===== config.mk =====
export PLATFORM = sky130hd
export DESIGN_NAME = clock_sync_dst_supervisor_core
export DESIGN_NICKNAME = d
export VERILOG_FILES = /design/src/rtl/csds_pkg.sv /design/src/rtl/clock_sync_dst_supervisor_core.sv /design/src/rtl/csds_cfg.sv /design/src/rtl/csds_step.sv
export SDC_FILE = /design/constraint.sdc
export NUM_CORES = 1
export LEC_CHECK = 0
export ABC_CLOCK_PERIOD_IN_PS = 20400
export BUFFER_PORTS_ARGS = -buffer_cell sky130_fd_sc_hd__buf_2
export CAP_MARGIN = 20
export CORE_UTILIZATION = 30
export DETAILED_ROUTE_END_ITERATION = 7
export SETUP_SLACK_MARGIN = 0.2
export SLEW_MARGIN = 30
export SYNTH_ARGS = -nofsm -noshare
export SYNTH_HDL_FRONTEND = slang
export SYNTH_SLANG_ARGS = --single-unit
export TNS_END_PERCENT = 5

===== constraint.sdc =====
create_clock -name clk -period 20.4 [get_ports clk]
set_input_delay 4.08 -clock clk [delete_from_list [all_inputs] [get_ports clk]]
set_output_delay 4.08 -clock clk [all_outputs]
set_load 0.05 [all_outputs]

===== src/rtl/csds_pkg.sv =====
// ----------------------------------------------------------------------------
// csds_pkg
// Shared types and constants of the clock sync supervisor.
// ----------------------------------------------------------------------------
package csds_pkg;

  localparam logic [7:0] UPDATE_TICKS   = 8'd10;
  localparam logic [7:0] FAILS_TO_RESET = 8'd5;
  localparam logic [7:0] RESET_DELAY    = 8'd100;
  localparam logic [2:0] SUNDAY_CODE    = 3'd7;

  localparam logic [11:0] MINUTES_PER_DAY = 12'd1440;
  localparam logic [10:0] LAST_MINUTE     = 11'(23 * 60 + 59);
  localparam logic [5:0]  MARCH_OCT_DAYS  = 6'd31;
  localparam logic [10:0] MINUTES_PER_HR  = 11'd60;

  localparam logic [3:0] MONTH_MARCH   = 4'd3;
  localparam logic [3:0] MONTH_OCTOBER = 4'd10;

  // command codes
  localparam logic [1:0] CMD_TICK    = 2'd0;
  localparam logic [1:0] CMD_PROCESS = 2'd1;
  localparam logic [1:0] CMD_SET     = 2'd2;

  // configuration register indexes
  localparam logic [1:0] REG_AUTO_TRANSITION = 2'd0;
  localparam logic [1:0] REG_SYNC_START      = 2'd1;
  localparam logic [1:0] REG_SYNC_LENGTH     = 2'd2;

  // pending daylight-saving change
  localparam logic [1:0] CHG_NONE   = 2'd0;
  localparam logic [1:0] CHG_SUMMER = 2'd1;
  localparam logic [1:0] CHG_WINTER = 2'd2;

  typedef struct packed {
    logic [1:0] cmd;
    logic [6:0] year;
    logic [3:0] month;
    logic [4:0] day;
    logic [4:0] hours;
    logic [5:0] minutes;
    logic [2:0] weekday;
    logic       frame_ok;
    logic [7:0] fail_count;
  } item_t;

  typedef struct packed {
    logic       receiver_start;
    logic       receiver_stop;
    logic       write_decoded;
    logic       write_current;
    logic [4:0] held_hours;
    logic [1:0] transition;
    logic       synced_today;
  } result_t;

  typedef struct packed {
    logic        auto_transition;
    logic [10:0] sync_start_minutes;
    logic [10:0] sync_length_minutes;
  } cfg_t;

  typedef struct packed {
    logic [7:0]  refresh_count;
    logic [7:0]  restart_delay;
    logic        receiver_on;
    logic        sync_done;
    logic        new_day;
    logic [1:0]  pending_change;
    logic [10:0] last_minute_of_day;
    logic [15:0] held_date;   // year, month, day from the top bits down
    logic [10:0] held_time;   // hours, minutes
    logic [2:0]  held_weekday;
  } sup_state_t;

endpackage


===== src/rtl/clock_sync_dst_supervisor_core.sv =====
// ----------------------------------------------------------------------------
// clock_sync_dst_supervisor_core
// RTC supervisor with radio sync window and daylight-saving hour change.
//
//   channel  | dir | handshake             | payload
//   ---------+-----+-----------------------+---------------------------------
//   s_axis   | in  | s_tvalid / s_tready   | s_tuser cmd, s_tdata time+radio
//   m_axis   | out | m_tvalid / m_tready   | m_tdata command flags + status
//   cfg      | in  | cfg_valid / cfg_ready | cfg_index, cfg_data
//
// One item per cycle unless the m side stalls; items pass the input register, then the result register.
// The step is a single combinational pass between the two registers; state
// updates when the result register loads. A stalled m side holds the result;
// the input register takes a beat only while empty or while the result drains.
// Reset: synchronous, clears state to defaults; cfg is always ready.
// ----------------------------------------------------------------------------
module clock_sync_dst_supervisor_core (
  input  logic        clk,
  input  logic        rst,
  input  logic        s_tvalid,
  output logic        s_tready,
  // year[6:0] month[10:7] day[15:11] hours[20:16] minutes[26:21]
  // weekday[29:27] frame_ok[30] fail_count[38:31], zero [39]
  input  logic [39:0] s_tdata,
  // cmd[1:0]
  input  logic [1:0]  s_tuser,
  output logic        m_tvalid,
  input  logic        m_tready,
  // receiver_start[0] receiver_stop[1] write_decoded[2] write_current[3]
  // held_hours[8:4] transition[10:9] synced_today[11], zero [15:12]
  output logic [15:0] m_tdata,
  input  logic        cfg_valid,
  output logic        cfg_ready,
  input  logic [1:0]  cfg_index,
  input  logic [10:0] cfg_data
);
  import csds_pkg::*;

  cfg_t       cfg;
  item_t      in_item;
  logic       in_full;
  sup_state_t st;
  sup_state_t st_next;
  result_t    res;
  result_t    out_res;
  logic       fire;

  assign cfg_ready = 1'b1;

  csds_cfg u_cfg (
    .clk      (clk),
    .rst      (rst),
    .wr_en    (cfg_valid),
    .wr_index (cfg_index),
    .wr_data  (cfg_data),
    .cfg      (cfg)
  );

  assign fire     = in_full && (!m_tvalid || m_tready);
  assign s_tready = !in_full || fire;

  always_ff @(posedge clk) begin
    if (rst) begin
      in_full <= 1'b0;
    end else if (s_tready) begin
      in_full <= s_tvalid;
    end
  end

  always_ff @(posedge clk) begin
    if (s_tvalid && s_tready) begin
      in_item.cmd        <= s_tuser;
      in_item.year       <= s_tdata[6:0];
      in_item.month      <= s_tdata[10:7];
      in_item.day        <= s_tdata[15:11];
      in_item.hours      <= s_tdata[20:16];
      in_item.minutes    <= s_tdata[26:21];
      in_item.weekday    <= s_tdata[29:27];
      in_item.frame_ok   <= s_tdata[30];
      in_item.fail_count <= s_tdata[38:31];
    end
  end

  csds_step u_step (
    .item    (in_item),
    .cfg     (cfg),
    .st      (st),
    .st_next (st_next),
    .res     (res)
  );

  always_ff @(posedge clk) begin
    if (rst) begin
      st.refresh_count      <= UPDATE_TICKS;
      st.restart_delay      <= 8'd0;
      st.receiver_on        <= 1'b0;
      st.sync_done          <= 1'b0;
      st.new_day            <= 1'b1;
      st.pending_change     <= CHG_NONE;
      st.last_minute_of_day <= 11'd0;
      st.held_date          <= 16'd0;
      st.held_time          <= 11'd0;
      st.held_weekday       <= 3'd0;
    end else if (fire) begin
      st <= st_next;
    end
  end

  always_ff @(posedge clk) begin
    if (rst) begin
      m_tvalid <= 1'b0;
    end else if (fire) begin
      m_tvalid <= 1'b1;
    end else if (m_tready) begin
      m_tvalid <= 1'b0;
    end
  end

  always_ff @(posedge clk) begin
    if (fire) out_res <= res;
  end

  assign m_tdata = {4'd0, out_res.synced_today, out_res.transition, out_res.held_hours,
                    out_res.write_current, out_res.write_decoded,
                    out_res.receiver_stop, out_res.receiver_start};

endmodule


===== src/rtl/csds_cfg.sv =====
// ----------------------------------------------------------------------------
// csds_cfg
// Configuration register file: window position and auto change enable.
// ----------------------------------------------------------------------------
module csds_cfg (
  input  logic                clk,
  input  logic                rst,
  input  logic                wr_en,
  input  logic [1:0]          wr_index,
  input  logic [10:0]         wr_data,
  output csds_pkg::cfg_t      cfg
);
  import csds_pkg::*;

  always_ff @(posedge clk) begin
    if (rst) begin
      cfg.auto_transition     <= 1'b0;
      cfg.sync_start_minutes  <= 11'd0;
      cfg.sync_length_minutes <= 11'd60;
    end else if (wr_en) begin
      unique case (wr_index)
        REG_AUTO_TRANSITION: cfg.auto_transition     <= wr_data[0];
        REG_SYNC_START:      cfg.sync_start_minutes  <= wr_data;
        REG_SYNC_LENGTH:     cfg.sync_length_minutes <= wr_data;
        default: ;  // unmapped index, ignored
      endcase
    end
  end

endmodule


===== src/rtl/csds_step.sv =====
// ----------------------------------------------------------------------------
// csds_step
// One supervisor step: item plus current state gives next state and result.
// ----------------------------------------------------------------------------
module csds_step (
  input  csds_pkg::item_t      item,
  input  csds_pkg::cfg_t       cfg,
  input  csds_pkg::sup_state_t st,
  output csds_pkg::sup_state_t st_next,
  output csds_pkg::result_t    res
);
  import csds_pkg::*;

  always_comb begin
    sup_state_t  s;
    logic        start;
    logic        stop;
    logic        wdec;
    logic        wcur;
    logic [15:0] load_date;
    logic [3:0]  month;
    logic [4:0]  day;
    logic [4:0]  hours;
    logic [5:0]  minutes;
    logic [10:0] cur;
    logic [11:0] hi;
    logic [11:0] hi_wrap;
    logic        can;

    s         = st;
    start     = 1'b0;
    stop      = 1'b0;
    wdec      = 1'b0;
    wcur      = 1'b0;
    load_date = {item.year, item.month, item.day};
    month     = 4'd0;
    day       = 5'd0;
    hours     = 5'd0;
    minutes   = 6'd0;
    cur       = 11'd0;
    hi        = 12'd0;
    hi_wrap   = 12'd0;
    can       = 1'b0;

    case (item.cmd)
      CMD_TICK: begin
        s.refresh_count = st.refresh_count + 8'd1;
        if (st.restart_delay != 8'd0) begin
          s.restart_delay = st.restart_delay - 8'd1;
          if (st.restart_delay == 8'd1 && !st.receiver_on) begin
            s.receiver_on = 1'b1;
            start         = 1'b1;
          end
        end
      end

      CMD_PROCESS: begin
        if (item.frame_ok) begin
          stop          = 1'b1;
          s.receiver_on = 1'b0;
          wdec          = 1'b1;
          s.sync_done   = 1'b1;
          s.new_day     = 1'b1;
        end
        if (s.receiver_on && item.fail_count >= FAILS_TO_RESET) begin
          stop            = 1'b1;
          s.receiver_on   = 1'b0;
          s.restart_delay = RESET_DELAY;
        end
        if (st.refresh_count >= UPDATE_TICKS) begin
          s.refresh_count = 8'd0;
          s.held_date     = load_date;
          s.held_time     = {item.hours, item.minutes};
          s.held_weekday  = item.weekday;
          if (load_date != st.held_date) s.new_day = 1'b1;
        end

        month   = s.held_date[8:5];
        day     = s.held_date[4:0];
        hours   = s.held_time[10:6];
        minutes = s.held_time[5:0];

        // arm the last-Sunday change whenever new_day is set
        if (s.new_day) begin
          s.new_day = 1'b0;
          if (cfg.auto_transition) begin
            s.pending_change = CHG_NONE;
            if (hours < 5'd2 && s.held_weekday == SUNDAY_CODE &&
                ({1'b0, day} + 6'd7) > MARCH_OCT_DAYS) begin
              if (month == MONTH_MARCH)        s.pending_change = CHG_SUMMER;
              else if (month == MONTH_OCTOBER) s.pending_change = CHG_WINTER;
            end
          end
        end

        if (cfg.auto_transition && s.pending_change != CHG_NONE) begin
          if (s.pending_change == CHG_SUMMER && hours == 5'd2) begin
            hours            = 5'd3;
            wcur             = 1'b1;
            s.pending_change = CHG_NONE;
          end else if (s.pending_change == CHG_WINTER && hours == 5'd3) begin
            hours            = 5'd2;
            wcur             = 1'b1;
            s.pending_change = CHG_NONE;
          end
          s.held_time = {hours, minutes};
        end

        cur = {6'd0, hours} * MINUTES_PER_HR + {5'd0, minutes};
        hi  = {1'b0, cfg.sync_start_minutes} + {1'b0, cfg.sync_length_minutes};

        // window opening clears the done flag
        if (cfg.sync_start_minutes != 11'd0) begin
          if (st.last_minute_of_day < cfg.sync_start_minutes &&
              cur >= cfg.sync_start_minutes)
            s.sync_done = 1'b0;
        end else begin
          if (st.last_minute_of_day == LAST_MINUTE && cur == 11'd0)
            s.sync_done = 1'b0;
        end
        s.last_minute_of_day = cur;

        if (hi < MINUTES_PER_DAY) begin
          can = (cur >= cfg.sync_start_minutes) && ({1'b0, cur} < hi);
        end else begin
          hi_wrap = hi - MINUTES_PER_DAY;
          can = (cur >= cfg.sync_start_minutes) || ({1'b0, cur} < hi_wrap);
        end

        if (!s.sync_done && can) begin
          if (!s.receiver_on && s.restart_delay == 8'd0) begin
            s.receiver_on = 1'b1;
            start         = 1'b1;
          end
        end else if (s.receiver_on) begin
          s.receiver_on = 1'b0;
          stop          = 1'b1;
        end else begin
          s.restart_delay = 8'd0;
        end
      end

      CMD_SET: begin
        s.new_day        = 1'b1;
        s.sync_done      = 1'b0;
        s.pending_change = CHG_NONE;
        s.held_date      = load_date;
        s.held_time      = {item.hours, item.minutes};
        s.held_weekday   = item.weekday;
        wcur             = 1'b1;
      end

      default: ;  // unused command: no change
    endcase

    st_next                = s;
    res.receiver_start     = start;
    res.receiver_stop      = stop;
    res.write_decoded      = wdec;
    res.write_current      = wcur;
    res.held_hours         = s.held_time[10:6];
    res.transition         = s.pending_change;
    res.synced_today       = s.sync_done;
  end

endmodule


==> metrics <==
post-route cell area roughly 0.0096 sq mm; Highest Clock Rate about 110 MHz; iteration count of the initial detailed-routing pass 7; Rel. slew slack 0.443; EDFF count, synth 53; CTS Buffer Depth 2; vias per cell between 5 and 6; WL/cell 14.6 um; maxcap violations 0; die height between 150 and 200 um; crit path DAT approximately 4.7 ns; P_sw ~0.00034 W; postcts setup bufs 0; largest net degree at the start of global routing 89; sequential-to-total area share from yosys stat 0.401; Final Util 0.357; CTS resizes 0; fraction of registers with async set/reset 0; Post-Route Setup TNS 0 ns; # diodes 0; PortBufs 72; vias in the first global route roughly 6400; worst-path maximum fanout 4; Comb pwr share 0.333; Worst Skew 0.0136 ns; CP Data Required Time 16.32 ns; Routed Antenna Nets 0; Worst Tran Pin Value 0.832 ns; vias ~6700; final WL between 15000 and 20000 um; Die Area between 0.02 and 0.03 sq mm; Final Hold Violating Endpoints 0; hpwl dp 14200 um; # nets final about 1100; Net Sw Frac 0.351; share of layout cells above drive strength 1 0.132; CTS tree done; Area Overhead vs Synth 16.1%; GRT overflow 0; CTS root buffer clkbuf_16; Tcrit/Tclk final 0.430; Synth Flop Type dfxtp_1; Setup crit start kind input pin; Slew Limit Fails 0; DRC viols 0; initial antenna violation count 0; Post-DP Area around 0.0090 sq mm; Max VDD drop around 0.00006 V; Hold Path Class register to register; Setup crit end kind output pin; clock share of power 0.342; sequential share of power 0.325; Core Region ~0.027 sq mm; starting density of the core 0.307; worst-skew pair later-pin latency about 0.43 ns; clk slew on worst S/H paths 0.06 ns; Setup Viol. Count Final 0; Yosys warnings 0; pwr dens around 100 mW/mm^2; post-synthesis instance area 0.00831 sq mm; Tot GR Track Use 0.141; flops & latches, synth between 100 and 150; Post-Syn Instances 896; RSZ-0062 raised after global routing false; Post-CTS Hold Buffers 0; Die Width about 170 um; DR iter-0 viols 383; IO Pins between 70 and 80; H-tree levels 4; worst setup path class input pin to output pin; leakage power around 3.9 nW; clock net sink count 140; GP Congestion roughly 0.83; row count 60; fin crit period 8.78 ns; outcome complete, no violations; Syn Area/Cell around 9.3 sq um; Yosys cell types 73; first-pass GRT wire length roughly 32000 um; Internal around 0.00063 W; CTS Buf Count 17
flip-flops by register name, summed over array words and instances (netlist names):
register   cells
in_item       41
m_tvalid       1
u_cfg.cfg     23
m_tdata       12
st            62
in_full        1
worst paths after layout:
kind	start	to	slack (ns)	depth (start not counted)
setup reg to reg	st[54]	m_tdata[1]	11.64	29
hold / removal	u_cfg.cfg[0]	u_cfg.cfg[0]	0.46	2
hold reg to reg	u_cfg.cfg[0]	u_cfg.cfg[0]	0.46	2
setup / recovery	m_tready	s_tready	11.62	4
power by group through the flow:
stage	Combinational, W	Sequential (W)	Clock, W
4_1_cts	0.000323	0.000313	0.000336
6_report	0.000322	0.000313	0.000330
5_1_grt	0.000365	0.000315	0.000345
2_1_floorplan	0.000238	0.000321	0
3_5_place_dp	0.000319	0.000319	0
3_3_place_gp	0.000316	0.000319	0
layout make-up:
class	count	area (sq um)
clock buffers	19	443
clock inverters	13	175
fillers	2751	17400
inverters	52	195
multi-input cells	677	4660
flip-flops and latches	140	3330
well taps	341	427
repair buffers	77	418
metal layers:
layer	vias to the layer above	share of wire	routed length, um	track usage
met5	-	0	0	0
met4	0	0.012	228	0.0391
met3	18	0.029	563	0.0223
met2	116	0.49	9470	0.243
met1	3147	0.47	8940	0.180
li1	3373	-	-	-
placed cells by master (no fill, tap or decap), drive strengths merged, types with 25 or more instances in the layout:
cell	Yosys	layout
ha	71	71
inv	52	59
xnor2	25	25
dfxtp	87	87
edfxtp	53	53
o21ai	42	42
a21oi	53	53
mux2i	26	26
nor2	108	108
nand2	89	89
buf	9	77
critical path, stage by stage:
cell and delay, ns:
buf_2 0.09, nor2b_1 0.20, nand2_1 0.10, buf_2 0.22
cell usage after synthesis, types with 7 or more instances:
cell type  number  area, sq um
nor2_1        108          405
nand2_1        89          334
dfxtp_1        87         1740
ha_1           71          888
edfxtp_1       53         1590
a21oi_1        52          260
inv_1          51          191
o21ai_0        42          210
mux2i_1        26          260
xnor2_1        25          219
nand3_1        23          115
clkbuf_1       21         78.8
a22oi_1        20          150
nor3_1         16         80.1
xor2_1         14          123
nor3b_1        13         97.6
a211oi_1       12         90.1
nand4_1        11         68.8
o211ai_1       11         82.6
nand2b_1        9         56.3
nor2b_1         9         56.3
fa_1            8          160
a21o_1          7         52.6
nor4_1          7         43.8
logic make-up (layout without fill, tap and decap cells):
logic type | after synthesis | count (layout) | synth area share
AO/OA/AOI/OAI | 203 | 203 | 0.164
other | 2 | 5 | 0.000904
flip-flops | 140 | 140 | 0.401
multiplexers | 28 | 28 | 0.0340
adder cells (fa/ha/maj) | 79 | 79 | 0.126
XOR/XNOR | 40 | 40 | 0.0444
buffers and inverters | 82 | 161 | 0.0402
AND/OR/NAND/NOR | 322 | 322 | 0.189
stage by stage:
stage                     setup WS, ns  cells  power (W)  hold WS (ns)
after floorplan                  11.74    899   0.000558         0.435
after global placement           11.64   1286   0.000635         0.450
after detailed placement         11.64   1286   0.000638         0.456
after CTS                        11.62   1318   0.000972         0.465
after global routing             10.92   1319    0.00102         0.483
final                            11.62   1319   0.000965         0.462
No activity file was read; power rests on OpenSTA's default activity.
